==> src/hdl/sactr_pkg.sv <==
// ----------------------------------------------------------------------------
// Set-associative tag and replacement package
// Shared constants, register indexes, policy codes and the result word type.
// ----------------------------------------------------------------------------
`default_nettype none

package sactr_pkg;

  // Default geometry
  localparam int WAYS_DEF        = 8;
  localparam int BLOCK_BYTES_DEF = 8;
  localparam int CACHE_BYTES_DEF = 128 * 1024;
  localparam int ADDR_BITS_DEF   = 64;

  // Queue depths between the parts
  localparam int REQ_DEPTH = 2;
  localparam int RES_DEPTH = 2;

  // Fixed field widths
  localparam int CNT_W       = 32;
  localparam int WAY_OUT_W   = 3;
  localparam int RAND_W      = 3;
  localparam int CFG_DATA_W  = 2;
  localparam int CFG_INDEX_W = 1;

  // Replacement policy codes
  localparam logic [1:0] POL_LRU  = 2'd0;
  localparam logic [1:0] POL_TREE = 2'd1;
  localparam logic [1:0] POL_RAND = 2'd2;
  localparam logic [1:0] POL_LFU  = 2'd3;

  // Configuration register indexes
  localparam logic [CFG_INDEX_W-1:0] REG_POLICY = 1'd0;
  localparam logic [CFG_INDEX_W-1:0] REG_ALLOC  = 1'd1;

  // One result word
  typedef struct packed {
    logic                 hit;
    logic [WAY_OUT_W-1:0] way_used;
    logic                 allocated;
    logic [CNT_W-1:0]     hit_total;
    logic [CNT_W-1:0]     miss_total;
  } res_t;

endpackage

`default_nettype wire

==> src/hdl/sactr_front.sv <==
// ----------------------------------------------------------------------------
// Access front end
// Accepts accesses, splits the address into set and tag, decides whether a
// miss may fill, and holds the requests in a short queue for the back end.
// ----------------------------------------------------------------------------
`default_nettype none

module sactr_front #(
  parameter int WAYS        = sactr_pkg::WAYS_DEF,
  parameter int BLOCK_BYTES = sactr_pkg::BLOCK_BYTES_DEF,
  parameter int CACHE_BYTES = sactr_pkg::CACHE_BYTES_DEF,
  parameter int ADDR_BITS   = sactr_pkg::ADDR_BITS_DEF,
  localparam int LG_WAYS    = $clog2(WAYS),
  localparam int LG_BLOCK   = $clog2(BLOCK_BYTES),
  localparam int LG_CACHE   = $clog2(CACHE_BYTES),
  localparam int SET_LG     = LG_CACHE - LG_WAYS - LG_BLOCK,
  localparam int SETS       = 2 ** SET_LG,
  localparam int SB         = (SET_LG < 1) ? 1 : SET_LG,
  localparam int TAG_LSB    = LG_CACHE - LG_WAYS,
  localparam int TAG_BITS   = ADDR_BITS - TAG_LSB
) (
  input  wire logic                          clk,
  input  wire logic                          rst,
  input  wire logic                          hold,
  input  wire logic                          push,
  output logic                               full,
  input  wire logic [ADDR_BITS-1:0]          addr,
  input  wire logic                          is_write,
  input  wire logic [sactr_pkg::RAND_W-1:0]  rand_way,
  input  wire logic                          alloc_on_write,
  input  wire logic                          deq,
  output logic                               q_valid,
  output logic [SB-1:0]                      q_set,
  output logic [TAG_BITS-1:0]                q_tag,
  output logic                               q_alloc,
  output logic [sactr_pkg::RAND_W-1:0]       q_rand
);

  localparam int PTR_W = (sactr_pkg::REQ_DEPTH > 1) ? $clog2(sactr_pkg::REQ_DEPTH) : 1;
  localparam int CNT_W = $clog2(sactr_pkg::REQ_DEPTH + 1);

  logic [SB-1:0]                    set_q   [sactr_pkg::REQ_DEPTH];
  logic [TAG_BITS-1:0]              tag_q   [sactr_pkg::REQ_DEPTH];
  logic                             alloc_q [sactr_pkg::REQ_DEPTH];
  logic [sactr_pkg::RAND_W-1:0]     rand_q  [sactr_pkg::REQ_DEPTH];
  logic [PTR_W-1:0]                 head, tail;
  logic [CNT_W-1:0]                 count;
  logic                             enq;
  logic [ADDR_BITS-1:0]             set_full;

  // Classify the incoming word
  assign set_full = (addr >> LG_BLOCK) & ADDR_BITS'(SETS - 1);
  assign full     = hold || (count == CNT_W'(sactr_pkg::REQ_DEPTH));
  assign enq      = push && !full;
  assign q_valid  = (count != '0);
  assign q_set    = set_q[head];
  assign q_tag    = tag_q[head];
  assign q_alloc  = alloc_q[head];
  assign q_rand   = rand_q[head];

  // Store the request payload
  always_ff @(posedge clk) begin
    if (enq) begin
      set_q[tail]   <= set_full[SB-1:0];
      tag_q[tail]   <= addr[ADDR_BITS-1:TAG_LSB];
      alloc_q[tail] <= !is_write || alloc_on_write;
      rand_q[tail]  <= rand_way;
    end
  end

  // Advance pointers and fill count
  always_ff @(posedge clk) begin
    if (rst) begin
      head  <= '0;
      tail  <= '0;
      count <= '0;
    end else begin
      if (enq) begin
        tail <= (tail == PTR_W'(sactr_pkg::REQ_DEPTH - 1)) ? '0 : tail + 1'b1;
      end
      if (deq) begin
        head <= (head == PTR_W'(sactr_pkg::REQ_DEPTH - 1)) ? '0 : head + 1'b1;
      end
      if (enq && !deq) begin
        count <= count + 1'b1;
      end else if (deq && !enq) begin
        count <= count - 1'b1;
      end
    end
  end

endmodule

`default_nettype wire

==> config.mk <==
export PLATFORM = sky130hd
export DESIGN_NAME = sactr_front
export DESIGN_NICKNAME = d
export VERILOG_FILES = /design/src/hdl/sactr_pkg.sv /design/src/hdl/sactr_front.sv
export SDC_FILE = /design/constraint.sdc
export NUM_CORES = 1
export LEC_CHECK = 0
export BUFFER_PORTS_ARGS = -buffer_cell sky130_fd_sc_hd__buf_4
export CORE_MARGIN = 4
export CORE_UTILIZATION = 40
export DETAILED_ROUTE_END_ITERATION = 12
export GPL_ROUTABILITY_DRIVEN = 1
export PLACE_DENSITY = 0.75
export SYNTH_ARGS = -nofsm -noshare
export SYNTH_HDL_FRONTEND = slang
export SYNTH_SLANG_ARGS = --single-unit
==> constraint.sdc <==
create_clock -name clk -period 13.6 [get_ports clk]
set_clock_uncertainty 0.05 [all_clocks]
set_input_delay 2.04 -clock clk [delete_from_list [all_inputs] [get_ports clk]]
set_output_delay 2.04 -clock clk [all_outputs]
set_load 0.1 [all_outputs]
Word-level counts from Yosys, hierarchy flattened. Memory sizes are Yosys's and may differ from the RTL's. A register that Yosys moved wholly into a read port is not among the register bits. Index checks and enable logic that the tools add are counted. Widths: inputs -> output; s select.

Muxes and demuxes: 14. Equal/unequal tests: 1. Reduce and logical (&&, ||, !) cells: 11. Add/subtract/negate cells: 4.

Operator list (count): $mux 1 (12); $logic_not 1->1 (4); $mux 2 (2); $reduce_bool 2->1 (2); $logic_and 1x1->1 (3); $add 1x1->1 const B (2); $add 2x1->2 const B (1); $eq 2x2->1 const B (1); $logic_or 1x1->1 (2); $sub 2x1->2 const B (1).

Memories: 4. RAM bits: 130. Register bits: 4. Word-level logic and storage cells: 37. Input port bits: 74. Output and inout port bits: 67.

Memories: tag_q (depth 2, bits a word 50, rd ports 1, clocked after Yosys merged registers in 1, write ports 1, line sactr_front.sv:43) `logic [TAG_BITS-1:0] tag_q [sactr_pkg::REQ_DEPTH];`; set_q (depth 2, bits a word 11, rd ports 1, clocked after Yosys merged registers in 1, write ports 1, line sactr_front.sv:42) `logic [SB-1:0] set_q [sactr_pkg::REQ_DEPTH];`; rand_q (depth 2, bits a word 3, rd ports 1, clocked after Yosys merged registers in 1, write ports 1, line sactr_front.sv:45) `logic [sactr_pkg::RAND_W-1:0] rand_q [sactr_pkg::REQ_DEPTH];`; alloc_q (depth 2, bits a word 1, rd ports 1, clocked after Yosys merged registers in 1, write ports 1, line sactr_front.sv:44) `logic alloc_q [sactr_pkg::REQ_DEPTH];`.

Longest topological paths before layout.
Depth in word-level cells: 8. Gate-level depth with buffers: 6.

Worst setup path after synthesis. No wires, ideal clock.

Path kind: in2reg. Start point: input port push. End point: memory alloc_q[0] (enable). Cell stages on the path: 3. Setup slack: 7.781 ns. Data arrival time: 5.273 ns. Cell sequence: nor2b_1 and2_1 nor2b_1.

Longest elaborated chain between the ends: 3.

Ends and longest elaborated chain: start, declared (line sactr_front.sv:25) `input wire logic push,`; $logic_and 1x1->1 (line sactr_front.sv:54) `assign enq = push && !full;`; $mux 1 (line sactr_front.sv:63) `if (enq) begin`; $mux 1 (not written as such) (line sactr_front.sv:66) `alloc_q[tail] <= !is_write || alloc_on_write;`; end, declared (line sactr_front.sv:44).

Every way passes these cells.

Final worst setup path.
Start point: input port hold. End point: output port full.

Longest elaborated chain between the ends: 1.

Ends and longest elaborated chain: start, declared (line sactr_front.sv:24) `input wire logic hold,`; $logic_or 1x1->1 (line sactr_front.sv:53) `assign full = hold || (count == CNT_W'(sactr_pkg::REQ_DEPTH));`; end, declared (line sactr_front.sv:26) `output logic full,`.

Every way passes these cells.

==> summary by stage <==
Logic synthesis
The async set or reset register ratio after synthesis is 0. Of the post-synthesis cell area, the dominant cell type holds 0.789. The number of different library cells in the post-synthesis netlist is 20. The largest total area in the synthesized netlist belongs to edfxtp_1. The flip-flop and latch count after synthesis is 135.

The number of enable flip-flop cells after synthesis is 130. Ranked by total cell area, the synthesized netlist is headed by edfxtp_1 79%, mux2_2 15%, dfxtp_1 2.0%. The dominant cell by count in the synthesized netlist is edfxtp_1.

Each instance of the synthesized netlist takes up on average 21.5 µm². The net count after synthesis is 305. The mapped netlist covers 4940 µm².

For this run, the leading register cell type out of synthesis is edfxtp_1. During synthesis, Yosys emitted a total of 0 warnings. In the synthesized netlist, the cells that appear most often are 130 x edfxtp_1, 65 x mux2_2, 5 x buf_6, 5 x dfxtp_1. Synthesis produced 230 cells.

The share of synthesized area occupied by flip-flops and latches is 0.810.

Floorplanning
The initial cell density of the core is 0.410. The die span in y is 119 µm. The number of core rows is 40.

The core region is 12100 µm². For this design the top-level I/O count stands at 141. The die extent in x is 119 µm. The total die area is 14200 µm².

Pwr
Dividing total power by cell area gives a power density of 175 nW/µm². The worst-case IR drop observed on VDD is 0.114 mV. The reported leakage power is 2.49 nW.

Hold path
The path type of the worst min-delay path is reg2reg. The worst hold path begins at count[1].

Global route
The number of global-route vias before repair is 2923. The initial antenna violation count is 0. The global-route wire length before repair is 14400 µm. The aggregate global routing overflow is 0. The largest net degree at the start of global routing is 66.

In the global route stage, overall resource usage came out at 0.133.

Clock network
The clock tree buffer depth is 2. TritonCTS built the clock tree. The number of H-tree branching levels is 4.

The tree is rooted in a clkbuf_16. The CTS buffer count is 17. The count of hold buffers inserted by post-cts repair is 0. Clock-pin slew was measured on the worst setup and hold paths at 0.05 ns. The number of resized instances in the post-cts repair step is 0. CTS saw 135 sinks. The clock reaches the later pin of the worst-skew pair after 0.40 ns. In this run the post-CTS setup repair buffer count came out at 0.

Drt
Detailed routing inserted a total of 2598 vias. The detailed router's first-iteration violation count is 155. For this run, design rule violations remaining after detail routing come to 0.

In the final routed layout, each cell accounts on average for 16.1 µm. The final layout contains routed wiring with a total length of 9050 µm. The first-pass detailed-route iteration total is 4. The number of routed nets with antenna violations is 0. The post-detailed-route via-to-cell ratio is 4.63.

Finish
The number of antenna cells inserted is 0. The post-route core utilization is 0.556. The proportion of layout cells with a drive suffix above 1 is 0.590. The net count of the finished layout is 455. The post-synthesis to final-layout area growth is 35.7%.

Critical path
The slowest cell on the critical path is buf_4. The critical path in this run is classified as in2out. The signal on the critical path passes through buf_4 > nand2b_1 > buf_4.

The buffer and inverter count on the worst path is 2. The source of the worst register-to-register timing path is count[0]. The data required time of the critical path is 11.51 ns. STA classifies the critical path endpoint as an output port.

The most critical setup path has its startpoint at hold. STA puts the critical path data arrival time at 2.51 ns. The worst stage delay on the critical path is 0.23 ns. The top fanout value on the critical path is 2. In this design, the critical path's most frequently occurring cell is buf_4. STA classifies the critical path startpoint as a primary input. The largest delay contributor family on the critical path is buffers and inverters.

Placed design
The final HPWL from detailed placement is 5800 µm. The number of port buffers is 137. The routability congestion estimate is 0.671.

Timing
The period utilization is 0.338. The smallest hold slack is 0.469 ns. The transition time at the pin with the least slew margin is 0.910 ns. The number of hold violations in the final report is 0.

Setup violations remaining at the end of the flow were counted as 0. Headroom to the max-slew limit came out at 0.392. The final-report max-slew violation count is 0.

Setup total negative slack on the finished layout was measured at 0 ns. Setup repair after global routing left no endpoint under its margin. The clock period minus worst slack is 4.60 ns.

Timing would allow up to 0.217 GHz.

Run status
The run finished with clean final reports.

Run
The total of max-cap violations is 0.
## layout make-up
class                      instances  area [µm²]
fill                             965        5350
sequential                       135        4010
timing repair buffer             138        1040
multi-input combinational         87         881
clock buffer                      20         437
tap                              168         210
clock inverter                    12         134
inverter                           1        3.75
## layout by cell type, fill, tap and decap left out, drive strengths merged
cell type / Yosys / routed
a21oi: 1 / 1
and2: 1 / 1
and3: 1 / 1
buf: 7 / 138
bufinv: 0 / 3
clkbuf: 0 / 20
clkinv: 0 / 9
dfxtp: 5 / 5
edfxtp: 130 / 130
ha: 1 / 1
inv: 1 / 1
mux2: 65 / 65
nand2b: 4 / 4
nand3: 1 / 1
nor2: 4 / 4
nor2b: 2 / 2
o21ai: 2 / 2
or2: 1 / 1
or3: 1 / 1
xnor2: 1 / 1
xor2: 2 / 2
## worst reg2reg max path: cells and delay by family (launching register included)
kind	cells	cell delay, ns
flops	1	0.38
simple gates	3	1.17
buf+inv	1	0.59
## report_power, final
group	internal, mW	switching [mW]
Clock	0.284	0.153
Sequential	0.479	0.0126
Combinational	0.0614	0.182
Total	0.825	0.348
## metal layers
layer / share of wire / global-route usage / vias to the layer above
li1: - / - / 1209
met2: 0.53 / 0.231 / 94
met4: 0.018 / 0.0652 / 0
met1: 0.38 / 0.140 / 1282
met5: 0 / 0 / -
met3: 0.071 / 0.0522 / 13
## metrics by stage
step / worst slack, ns / total power, mW / area (µm²) / instances
global route: 8.98 / 1.21 / 6710 / 561
detailed placement: 9.00 / 0.746 / 6140 / 529
CTS: 9.00 / 1.19 / 6710 / 561
global placement: 9.00 / 0.742 / 6140 / 529
finish: 9.00 / 1.17 / 6710 / 561
floorplan: 7.78 / 0.691 / 4940 / 230
## flip-flops by register name, summed over array words and instances (netlist names), named ones only
| name | flops |
|---|---|
| alloc_q | 2 |
| count | 2 |
| head | 1 |
| rand_q | 6 |
| set_q | 22 |
| tag_q | 100 |
| tail | 1 |
## path summary, 6_finish.rpt
kind / end / slack [ns] / depth (start not counted)
max: full / 9.00 / 3
min: count[1] / 0.47 / 2
max reg2reg: tag_q[0][43] / 11.03 / 4
min reg2reg: count[1] / 0.47 / 2
## kinds of logic after synthesis
| group | Yosys count | synth area share |
|---|---|---|
| buffers and inverters | 8 | 0.0147 |
| flip-flops | 135 | 0.810 |
| adder cells (fa/ha/maj) | 1 | 0.00253 |
| multiplexers | 65 | 0.148 |
| AO/OA/AOI/OAI | 3 | 0.00304 |
| XOR/XNOR | 3 | 0.00531 |
| AND/OR/NAND/NOR | 15 | 0.0167 |
(Power assumes the default switching activity.)
