$ cat config.mk
export PLATFORM = sky130hd
export DESIGN_NAME = sactr_res_fifo
export DESIGN_NICKNAME = d
export VERILOG_FILES = /design/src/hdl/sactr_pkg.sv /design/src/hdl/sactr_res_fifo.sv
export SDC_FILE = /design/constraint.sdc
export NUM_CORES = 1
export LEC_CHECK = 0
export ABC_AREA = 1
export BUFFER_PORTS_ARGS = -buffer_cell sky130_fd_sc_hd__buf_2
export CORE_ASPECT_RATIO = 0.8
export CORE_MARGIN = 8
export CORE_UTILIZATION = 52
export CTS_CLUSTER_DIAMETER = 60
export CTS_CLUSTER_SIZE = 8
export DETAILED_ROUTE_END_ITERATION = 10
export GPL_TIMING_DRIVEN = 1
export PLACE_DENSITY = 0.79
export SKIP_CTS_REPAIR_TIMING = 1
export SYNTH_ARGS = -nofsm -noshare
export SYNTH_HDL_FRONTEND = slang
export SYNTH_SLANG_ARGS = --single-unit
$ cat constraint.sdc
create_clock -name clk -period 5.9 [get_ports clk]
set_input_delay 1.475 -clock clk [delete_from_list [all_inputs] [get_ports clk]]
set_output_delay 1.475 -clock clk [all_outputs]
set_load 0.02 [all_outputs]
$ cat src/hdl/sactr_pkg.sv
// ----------------------------------------------------------------------------
// Set-associative tag and replacement package
// Shared constants, register indexes, policy codes and the result word type.
// ----------------------------------------------------------------------------
`default_nettype none

package sactr_pkg;

  // Default geometry
  localparam int WAYS_DEF        = 8;
  localparam int BLOCK_BYTES_DEF = 8;
  localparam int CACHE_BYTES_DEF = 128 * 1024;
  localparam int ADDR_BITS_DEF   = 64;

  // Queue depths between the parts
  localparam int REQ_DEPTH = 2;
  localparam int RES_DEPTH = 2;

  // Fixed field widths
  localparam int CNT_W       = 32;
  localparam int WAY_OUT_W   = 3;
  localparam int RAND_W      = 3;
  localparam int CFG_DATA_W  = 2;
  localparam int CFG_INDEX_W = 1;

  // Replacement policy codes
  localparam logic [1:0] POL_LRU  = 2'd0;
  localparam logic [1:0] POL_TREE = 2'd1;
  localparam logic [1:0] POL_RAND = 2'd2;
  localparam logic [1:0] POL_LFU  = 2'd3;

  // Configuration register indexes
  localparam logic [CFG_INDEX_W-1:0] REG_POLICY = 1'd0;
  localparam logic [CFG_INDEX_W-1:0] REG_ALLOC  = 1'd1;

  // One result word
  typedef struct packed {
    logic                 hit;
    logic [WAY_OUT_W-1:0] way_used;
    logic                 allocated;
    logic [CNT_W-1:0]     hit_total;
    logic [CNT_W-1:0]     miss_total;
  } res_t;

endpackage

`default_nettype wire

$ cat src/hdl/sactr_res_fifo.sv
// ----------------------------------------------------------------------------
// Result queue
// Holds finished result words until the consumer pops them.
// ----------------------------------------------------------------------------
`default_nettype none

module sactr_res_fifo (
  input  wire logic            clk,
  input  wire logic            rst,
  input  wire logic            push,
  input  wire sactr_pkg::res_t din,
  input  wire logic            pop,
  output sactr_pkg::res_t      dout,
  output logic                 empty,
  output logic                 space
);

  localparam int PTR_W = (sactr_pkg::RES_DEPTH > 1) ? $clog2(sactr_pkg::RES_DEPTH) : 1;
  localparam int CNT_W = $clog2(sactr_pkg::RES_DEPTH + 1);

  sactr_pkg::res_t  mem [sactr_pkg::RES_DEPTH];
  logic [PTR_W-1:0] head, tail;
  logic [CNT_W-1:0] count;
  logic             do_pop;

  assign empty  = (count == '0);
  assign space  = (count != CNT_W'(sactr_pkg::RES_DEPTH));
  assign do_pop = pop && !empty;
  assign dout   = mem[head];

  // Store words
  always_ff @(posedge clk) begin
    if (push) begin
      mem[tail] <= din;
    end
  end

  // Advance pointers and fill count
  always_ff @(posedge clk) begin
    if (rst) begin
      head  <= '0;
      tail  <= '0;
      count <= '0;
    end else begin
      if (push) begin
        tail <= (tail == PTR_W'(sactr_pkg::RES_DEPTH - 1)) ? '0 : tail + 1'b1;
      end
      if (do_pop) begin
        head <= (head == PTR_W'(sactr_pkg::RES_DEPTH - 1)) ? '0 : head + 1'b1;
      end
      if (push && !do_pop) begin
        count <= count + 1'b1;
      end else if (do_pop && !push) begin
        count <= count - 1'b1;
      end
    end
  end

endmodule

`default_nettype wire

# Word-level counts from Yosys, hierarchy flattened
# Memories as Yosys holds them, arrays and structs flattened. A register that Yosys moved wholly into a read port is not among the register bits.
# Index checks and enable logic that the tools add are counted.
dict set report totals {
  out_inout_bits 71
  n_memories 1
  wordCells 25
  inputBits 73
  reg_bits 4
  ram_bits 138
}
dict set report classes {
  addsub 4
  muxes 8
  n_reduce_logical 8
  eq_ne 1
}
# memory words word_bits read_ports rd_clocked_by_memory_dff write_ports line
set memory_table {}
lappend memory_table {mem 2 69 1 1 1 sactr_res_fifo.sv:21} ;# sactr_pkg::res_t mem [sactr_pkg::RES_DEPTH];
# cell count
set ops {}
lappend ops {{$mux W1} 6}
lappend ops {{$mux W2} 2}
lappend ops {{$logic_and A1 B1 Y1} 3}
lappend ops {{$logic_not A1 Y1} 3}
lappend ops {{$add A1 B1 Y1 const B} 2}
lappend ops {{$add A2 B1 Y2 const B} 1}
lappend ops {{$logic_not A2 Y1} 1}
lappend ops {{$ne A2 B2 Y1 const B} 1}
lappend ops {{$reduce_bool A2 Y1} 1}
lappend ops {{$sub A2 B1 Y2 const B} 1}

# Logic depth before layout (Yosys ltp)
# Gate-level depths: netlist of run 1.
dict set report logic_depth {
  ltp_word 6
  mapped_depth 8
  mapped_depth_nobuf 8
}

# Least setup slack after synthesis of run 1
# Ideal clock, no wire load.
dict set report synth_timing {
  path_type {input to register}
  startpoint {in push}
  endpoint {mem mem[0][0] (netlist name), enable pin}
  setup_slack_ns 0.994
  cell_stages 2
  t_required_ns 5.402
  n_path_buf 0
  setup_time_ns 0.498
  arrival_time_ns 4.408
  path_cell_list {inv_1 > nor2_1}
}
dict set report synth_between {
  elab_chain_len 2
}
# item line
set synth_rtl {}
lappend synth_rtl {{start, declared} sactr_res_fifo.sv:10} ;# input wire logic push,
lappend synth_rtl {{$mux W1} sactr_res_fifo.sv:33} ;# if (push) begin
lappend synth_rtl {{$mux W1 (implied by the code)} sactr_res_fifo.sv:34} ;# mem[tail] <= din;
lappend synth_rtl {{end, declared} sactr_res_fifo.sv:21}
# Every way passes these cells.

==> run metrics, run 1 <==
chip width=128 um; CP required=4.43 ns; DR vias=2744; Root Driver=clkbuf_16; Synth area leader=edfxtp_1; clk buf depth=2; synth cell count leaders=138 x edfxtp_1, 59 x mux2_2, 10 x mux2_4; Setup TNS=0 ns; die height=106 um; power density cells=382 nW/um^2; worst-case reg-to-reg path depth=2; number of distinct library cells after synthesis=17; clock skew=0.00778 ns; Final GP Congestion=0.710; P_leak=2.55 nW; P&R area growth vs syn=26.8%; RSZ-0062 raised after global routing=no; final cell count without fillers=554; Min-Delay Path Class=reg -> reg; fin crit period=3.51 ns; Initial Utilization=54.0%; Clk pin slew, worst setup/hold paths=0.05 ns; ratio of cells with drive above 1 in the final layout=56.9%; CTS Buf Count=17; DRT iter0 DRCs=186; worst flop-to-flop path startpoint=tail; Filler cells=665; final period utilization=59.5%; hold_sp=count[0]; number of hold-slack violations in the final timing report=0; register area share after synthesis=80.8%; Synth Flop Type=edfxtp_1; vias in the first global route=3032; largest net degree at the start of global routing=70; ANT cells=0; Routed WL per cell=17.9 um; final net count=480; die footprint=13600 sq um; Core Area=9730 sq um; Min-Delay Endpoint=count[0]; Critical Path End Type=output port; crit-path max FO=69; number of synthesized register bits=143; Startpoint Class=flop; yosys warns=0; Pre-antenna DRT Iters=4; actual slew at the worst max-slew pin=1.03 ns; Slew Limit Fails=0; Vias/cell=4.95; count leader, synth=edfxtp_1; RR Endpoint=mem[0][47]; main area contributors after synthesis=edfxtp_1 79%, mux2_2 13%, mux2_4 2.9%; first-pass GRT wire length=15100 um; antenna violations before repair=1; dpl hpwl=6710 um; Post-synth EDFFs=138; critical path's largest stage delay=0.97 ns; Cell Rows=32; Critical Path Slowest Stage Cell=dfxtp_4; Syn Area/Cell=21.0 sq um; clock net sink count=143; crit-path cells=mux2_2 > buf_2; Setup CP Type=reg -> out; # IOs=144; DR DRC count=0; max_slew headroom=31.0%; Tot GR Track Use=14.8%; antenna-violating nets left=0; Setup violations, final=0; Routed Wire Length=9890 um; crit path DAT=2.03 ns; Worst Hold Path Cells=2; dpl cells=523; Max rail drop VDD=0.000264 V; CTS tree=yes; grt ovf=0; Clk Latency, worst-skew pair=0.40 ns; Peak Freq=285 MHz; port bufs=143; top cell type's share of synthesized area=78.9%; DP Worst Slack=2.45 ns; final worst setup slack=2.39 ns; CTS H-tree lvls=4; R2R setup slack=3.81 ns; async set-reset flop share out of synthesis=0%; syn nets=324; Post-Syn Instances=250; Mapped Area=5260 sq um; # Max-Cap Violations=0; run status=finished, final reports clean
-- metrics by stage --
stage | util (%) | cell area (sq um) | hold slack [ns] | power, mW
after global routing | 68.5 | 6670 | 0.595 | 2.64
after global placement | 62.7 | 6100 | 0.521 | 1.56
final | 68.5 | 6670 | 0.557 | 2.55
after detailed placement | 62.7 | 6100 | 0.551 | 1.56
after floorplan | - | 5260 | 0.488 | 1.45
after CTS | 68.5 | 6670 | 0.562 | 2.58
-- layout make-up --
type | count | area [sq um] | area share, %
Timing Repair Buffer | 145 | 731 | 11.0
Inverter | 9 | 33.8 | 0.507
Tap cell | 136 | 170 | 2.55
Multi-Input combinational cell | 90 | 922 | 13.8
Clock buffer | 21 | 440 | 6.61
Sequential cell | 143 | 4250 | 63.7
Clock inverter | 10 | 120 | 1.80
-- cells in the final DEF (no fill, tap or decap) --
cell type,netlist,layout
buf_2,5,143
edfxtp_1,138,138
mux2_2,59,59
clkbuf_16,0,17
mux2_4,10,10
inv_1,9,8
nand2_1,6,6
clkinv_1,0,6
nor2_1,6,5
clkbuf_1,0,4
dfxtp_1,5,4
o21ai_0,3,3
bufinv_16,0,3
buf_4,0,2
inv_2,0,1
nor2_4,0,1
a21oi_1,1,1
and2_1,1,1
nor3_1,1,1
nand3_1,1,1
nand4_1,1,1
ha_1,1,1
dfxtp_4,0,1
clkinvlp_4,0,1
-- routing by layer --
layer	global-route usage, %	wire [um]	share of wire, %
met1	16.0	3920	40
met2	24.2	4860	49
met3	7.74	994	10
met4	5.59	99	1.0
met5	0	12	0.12
-- worst max-delay path: cells and delay by family, from the launching register on --
family                 cells  cell delay (ns)
buffers and inverters      1             0.17
DFF                        1             0.97
muxes                      1             0.44
-- cells by family (layout without fill, tap and decap cells) --
kind of cell             Yosys count  after routing  synth area share, %
multiplexers                      69             69                 15.5
flip-flops                       143            143                 80.8
AND/OR/NAND/NOR                   16             16                 1.29
buffers and inverters             17            185                 1.83
adder cells (fa/ha/maj)            1              1                0.238
AO/OA/AOI/OAI                      4              4                0.381
-- flip-flops by register name, indices dropped and copies added, names as in the netlist, named ones only --
register	cells
mem	138
count	2
head	1
tail	1
-- where the power goes --
group	leakage (nW)	switching [mW]	total (mW)	internal (mW)
Combinational	0.944	0.177	0.317	0.140
Sequential	1.34	0.0425	1.22	1.18
Clock	0.266	0.357	1.01	0.653
-- worst max-delay path by stage --
stage	from	slack (ns)	to	depth (start not counted)
finish	flop	2.39	dout[64]	2
global route	flop	2.30	dout[64]	2
CTS	flop	2.37	dout[64]	2
detailed placement	push	2.45	mem[0][52]	4
global placement	push	2.48	mem[0][61]	4
floorplan	push	0.99	mem[0][0]	2
Note: power is estimated with default switching activity, not from simulation.
==> run 2, diff against run 1 <==
--- a/config.mk
+++ b/config.mk
@@ -5,7 +5,7 @@
 export SDC_FILE = /design/constraint.sdc
 export NUM_CORES = 1
 export LEC_CHECK = 0
-export ABC_AREA = 1
+export ABC_AREA = 0
 export BUFFER_PORTS_ARGS = -buffer_cell sky130_fd_sc_hd__buf_2
 export CORE_ASPECT_RATIO = 0.8
 export CORE_MARGIN = 8
==> constraint.sdc (replaced) <==
create_clock -name clk -period 3.3 [get_ports clk]
set_input_delay 0.825 -clock clk [delete_from_list [all_inputs] [get_ports clk]]
set_output_delay 0.825 -clock clk [all_outputs]
set_load 0.02 [all_outputs]
==> run metrics, run 2 <==
Clk Latency, worst-skew pair=0.40 ns (about the same); syn nets=311 (-4.0%); Syn Area/Cell=22.1 sq um (+4.9%); Post-Syn Instances=237 (-5.2%); chip width=128 um (-0.23%); commonest non-fill, non-tap cells in the layout=143 x buf_2, 138 x edfxtp_1, 59 x mux2_2, 17 x clkbuf_16, 10 x mux2_4; Setup CP Type=reg -> out; Post-synth EDFFs=138 (unchanged); DR vias=2650 (-3.4%); # Max-Cap Violations=0 (unchanged); Synth Flop Type=edfxtp_1; final cell count without fillers=544 (-1.8%); Setup violations, final=0 (unchanged); max_slew headroom=67.4% (+36 points); final net count=469 (-2.3%); Routed Wire Length=9820 um (-0.77%); fin crit period=2.75 ns; P_leak=2.55 nW (+0.26%); fin area=6720 sq um (+0.88%); max layer used=met4; Root Driver=clkbuf_16; ANT cells=0 (unchanged); Mapped Area=5230 sq um (-0.52%); met2 WL post-DR=4730 um (-2.8%); count leader, synth=edfxtp_1; Final GP Congestion=0.678 (-4.6%); register area=4250 sq um (unchanged); number of hold-slack violations in the final timing report=0 (unchanged); vias in the first global route=3003 (-0.96%); Synth area leader=edfxtp_1; run status=finished, final reports clean; Cell Rows=32 (unchanged); Finished Core Util=69.1% (+0.60 points); Top reg by flops=mem; register area share after synthesis=81.2% (+0.43 points); Setup TNS=0 ns (unchanged); final period utilization=83.3%; CTS Buf Count=17 (unchanged); Critical Path End Type=output port; CTS tree=yes; P&R area growth vs syn=28.6%; Filler cells=655 (-1.5%); die footprint=13500 sq um (-0.45%); largest net degree at the start of global routing=37 (-47%); CP required=2.47 ns (-1.96 ns); clk buf depth=2 (unchanged); Worst Hold Slack=0.505 ns (-0.0517 ns); top cell type's share of synthesized area=79.3% (+0.42 points); antenna violations before repair=0 (-1); # IOs=144 (unchanged); Pre-antenna DRT Iters=4 (unchanged); die height=106 um (-0.22%); Tot GR Track Use=15.0% (+0.24 points); Cell Area, Placed=6120 sq um (+0.25%); dpl hpwl=6660 um (-0.70%); clock net sink count=143 (unchanged); Routed WL per cell=18.0 um (+1.1%); commonest non-fill, non-tap cell in the layout=buf_2; Slew Limit Fails=0 (unchanged); crit path DAT=1.92 ns (-0.11 ns); RSZ-0062 raised after global routing=no; synth cell count leaders=138 x edfxtp_1, 59 x mux2_2, 10 x mux2_4; crit-path max FO=35 (-49%); DR DRC count=0 (unchanged); grt ovf=0 (unchanged); number of distinct library cells after synthesis=17 (unchanged); dpl cells=512 (-2.1%); routed wl met3=885 um (-11%); Clk pin slew, worst setup/hold paths=0.06 ns (about the same); Peak Freq=364 MHz; number of synthesized register bits=143 (unchanged); wl on met1=4120 um (+5.1%); Core Area=9730 sq um (unchanged); ratio of cells with drive above 1 in the final layout=60.5% (+3.6 points); Max rail drop VDD=0.000608 V (+130%); actual slew at the worst max-slew pin=0.489 ns (-0.543 ns); CTS H-tree lvls=4 (unchanged); async set-reset flop share out of synthesis=0% (unchanged); Startpoint Class=flop; DRT iter0 DRCs=162 (-13%); Min-Delay Path Class=reg -> reg; main area contributors after synthesis=edfxtp_1 79%, mux2_2 13%, mux2_4 2.9%; Vias/cell=4.87 (-1.7%); clock skew=0.00754 ns (-0.000234 ns); Multi-input gate area=931 sq um (+0.95%); biggest regs=mem x138, count x2; max FFs per register=138 (unchanged); port bufs=143 (unchanged); power density cells=803 nW/um^2 (+110%); Initial Utilization=53.7% (-0.28 points); first-pass GRT wire length=15300 um (+1.3%); yosys warns=0 (unchanged); Worst Hold Path Cells=2 (unchanged); antenna-violating nets left=0 (unchanged); worst-case reg-to-reg path depth=4 (+2)
run 2: cell types whose count changed in the layout (fill, tap and decap cells not counted), sizes merged, moves of 2 or more:
cell,before,now
inv,9,0
xor2,0,3
nand2,6,0
buf,145,147
run 2: per-layer routing:
layer	vias to the layer above	GRT usage (%)
met5	-	0
met4	0	6.60
met3	8	6.19
met2	109	24.3
met1	1283	17.3
li1	1250	-
run 2: worst max-delay path, cell delays in order, from the launching register on:
cell	delay (ns)
dfxtp_4	0.66
buf_12	0.29
mux2_2	0.38
buf_2	0.17
run 2: layout make-up:
cell class / instances / area share [%]
clock buffers: 20 / 6.49
clock inverters: 12 / 2.49
multi-input cells: 86 / 13.8
flip-flops and latches: 143 / 63.2
well taps: 136 / 2.53
repair buffers: 147 / 11.5
run 2: kinds of logic (layout without fill, tap and decap cells):
group,Yosys count,after routing,share of synthesized area (%)
compound gates,3,3,0.287
xor+xnor,4,4,0.670
fa+ha+maj,1,1,0.239
buf+inv,8,179,1.20
flops,143,143,81.2
mux,69,69,15.6
simple gates,9,9,0.838
run 2: power breakdown:
part	switching (mW)	internal, mW
Sequential	0.109	2.14
Clock	0.680	1.26
Combinational	0.672	0.542
run 2: worst paths after layout:
check / end / startpoint / slack (ns)
hold / removal: flop / head / 0.51
setup reg to reg: count[1] / count[0] / 1.77
setup / recovery: dout[7] / flop / 0.55
hold reg to reg: flop / head / 0.51
run 2: per-stage QoR:
| stage | setup slack (ns) | power, mW |
|---|---|---|
| 2_1_floorplan | 0.234 | 3.14 |
| 3_3_place_gp | 0.953 | 3.50 |
| 3_5_place_dp | 0.966 | 3.51 |
| 4_1_cts | 0.516 | 5.46 |
| 5_1_grt | 0.447 | 5.61 |
| 6_report | 0.551 | 5.40 |
==> run 3, diff against run 2 <==
--- a/config.mk
+++ b/config.mk
@@ -5,16 +5,16 @@
 export SDC_FILE = /design/constraint.sdc
 export NUM_CORES = 1
 export LEC_CHECK = 0
-export ABC_AREA = 0
+export ABC_AREA = 1
 export BUFFER_PORTS_ARGS = -buffer_cell sky130_fd_sc_hd__buf_2
 export CORE_ASPECT_RATIO = 0.8
 export CORE_MARGIN = 8
-export CORE_UTILIZATION = 52
+export CORE_UTILIZATION = 47
 export CTS_CLUSTER_DIAMETER = 60
 export CTS_CLUSTER_SIZE = 8
 export DETAILED_ROUTE_END_ITERATION = 10
 export GPL_TIMING_DRIVEN = 1
-export PLACE_DENSITY = 0.79
+export PLACE_DENSITY = 0.76
 export SKIP_CTS_REPAIR_TIMING = 1
 export SYNTH_ARGS = -nofsm -noshare
 export SYNTH_HDL_FRONTEND = slang
==> constraint.sdc (replaced) <==
create_clock -name clk -period 2.35 [get_ports clk]
set_input_delay 0.5875 -clock clk [delete_from_list [all_inputs] [get_ports clk]]
set_output_delay 0.5875 -clock clk [all_outputs]
set_load 0.02 [all_outputs]
==> run metrics, run 3 (synthesis results as in run 1) <==
critical path's largest stage delay=0.40 ns (-0.26 ns); CTS Buf Count=17 (unchanged); Top reg by flops=mem; Cell Rows=34 (+6.3%); commonest non-fill, non-tap cell in the layout=buf_2; Routed WL per cell=18.0 um (-0.23%); max layer used=met4; Cell Area, Placed=6200 sq um (+1.3%); port bufs=143 (unchanged); Filler cells=789 (+20%); # IOs=144 (unchanged); worst flop-to-flop path startpoint=tail; CP required=1.76 ns (-0.71 ns); max_slew headroom=69.4% (+2.0 points); Initial Utilization=48.3% (-5.5 points); Worst Hold Slack=0.365 ns (-0.140 ns); Multi-input gate area=922 sq um (-0.94%); Setup CP Type=reg -> out; clock skew=0.00503 ns (-0.00252 ns); RSZ-0062 raised after global routing=no; max FFs per register=138 (unchanged); Setup TNS=0 ns (unchanged); Tot GR Track Use=14.0% (-0.98 points); DR DRC count=0 (unchanged); crit-path max FO=30 (-14%); first-pass GRT wire length=16000 um (+4.6%); Max rail drop VDD=0.000748 V (+23%); Clk Latency, worst-skew pair=0.41 ns (about the same); dpl hpwl=6850 um (+2.8%); crit-path cells=buf_4 > mux2_2 > buf_2; power density cells=1000 nW/um^2 (+25%); P&R area growth vs syn=30.7%; Peak Freq=439 MHz; Worst Hold Path Cells=1 (-1); P_leak=2.63 nW (+2.9%); crit path DAT=1.69 ns (-0.23 ns); final net count=484 (+3.2%); # Max-Cap Violations=0 (unchanged); antenna-violating nets left=0 (unchanged); die height=111 um (+4.6%); CTS H-tree lvls=4 (unchanged); R2R setup slack=0.88 ns (-0.89 ns); Critical Path Slowest Stage Cell=mux2_2; crit-path leading delay family=buffers and inverters; fin area=6870 sq um (+2.2%); Min-Delay Path Class=in -> reg; Clk pin slew, worst setup/hold paths=0.06 ns (about the same); final period utilization=97.0%; DP Worst Slack=0.483 ns (-0.482 ns); Slew Limit Fails=0 (unchanged); wl on met1=4220 um (+2.4%); fin crit period=2.28 ns; grt ovf=0 (unchanged); met2 WL post-DR=5000 um (+5.7%); DRT iter0 DRCs=166 (+2.5%); hold_sp=din[59]; Vias/cell=4.82 (-1.2%); RR Endpoint=mem[1][56]; CTS tree=yes; CP endpoint=dout[1]; actual slew at the worst max-slew pin=0.458 ns (-0.0311 ns); final worst setup slack=0.0702 ns (-0.480 ns); antenna violations before repair=1 (+1); worst-case reg-to-reg path depth=3 (-1); Root Driver=clkbuf_16; Core Area=10900 sq um (+12%); largest net degree at the start of global routing=53 (+43%); DR vias=2735 (+3.2%); routed wl met3=885 um (unchanged); commonest non-fill, non-tap cells in the layout=143 x buf_2, 138 x edfxtp_1, 59 x mux2_2, 17 x clkbuf_16, 10 x mux2_4; chip width=134 um (+4.8%); Pre-antenna DRT Iters=4 (unchanged); ratio of cells with drive above 1 in the final layout=59.3% (-1.2 points); Buf/Inv on CP=2 (unchanged); clk buf depth=2 (unchanged); vias in the first global route=3068 (+2.2%); Setup violations, final=0 (unchanged); biggest regs=mem x138, count x2; Critical Path Stages=3 (unchanged); number of hold-slack violations in the final timing report=0 (unchanged); clock net sink count=143 (unchanged); register area=4250 sq um (unchanged); Routed Wire Length=10200 um (+4.2%); Critical Path End Type=output port; run status=finished, final reports clean; Final GP Congestion=0.686 (+1.3%); die footprint=14800 sq um (+9.6%); Startpoint Class=flop
run 3: how the worst min path moves through the flow:
stage	slack, ns	to
after detailed placement	0.54	tail
after global routing	0.34	mem[0][49]
final	0.37	mem[1][59]
after global placement	0.52	count[0]
after floorplan	0.50	count[0]
after CTS	0.34	tail
run 3: worst register-to-register path, cell delays in order, from the launching register on:
cell and delay [ns]:
dfxtp_1 0.34, nand2_1 0.11, clkinvlp_4 0.40, buf_12 0.35
run 3: stage by stage:
stage | std cells | power [mW] | util [%]
6_report | 568 | 6.88 | 63.1
5_1_grt | 568 | 7.12 | 63.1
4_1_cts | 567 | 6.96 | 63.1
3_5_place_dp | 535 | 3.95 | 56.9
3_3_place_gp | 535 | 3.93 | 56.9
2_1_floorplan | 250 | 3.63 | -
run 3: routing by layer:
metal,vias to the layer above,global-route usage (%)
met5,-,0
met4,0,6.20
met3,12,6.39
met2,100,22.7
met1,1327,15.6
li1,1296,-
run 3: area by class of cell:
cell class                 instances  share of cell area, %
sequential                       143                   61.8
inverter                           9                  0.546
antenna                            1                 0.0364
multi-input combinational         90                   13.4
tap                              144                   2.62
clock inverter                    14                   3.48
clock buffer                      18                   6.25
timing repair buffer             149                   11.8
run 3: where the power goes:
part / internal, mW / switching, mW
sequential: 2.96 / 0.0398
clock: 1.99 / 0.998
combinational: 0.372 / 0.521
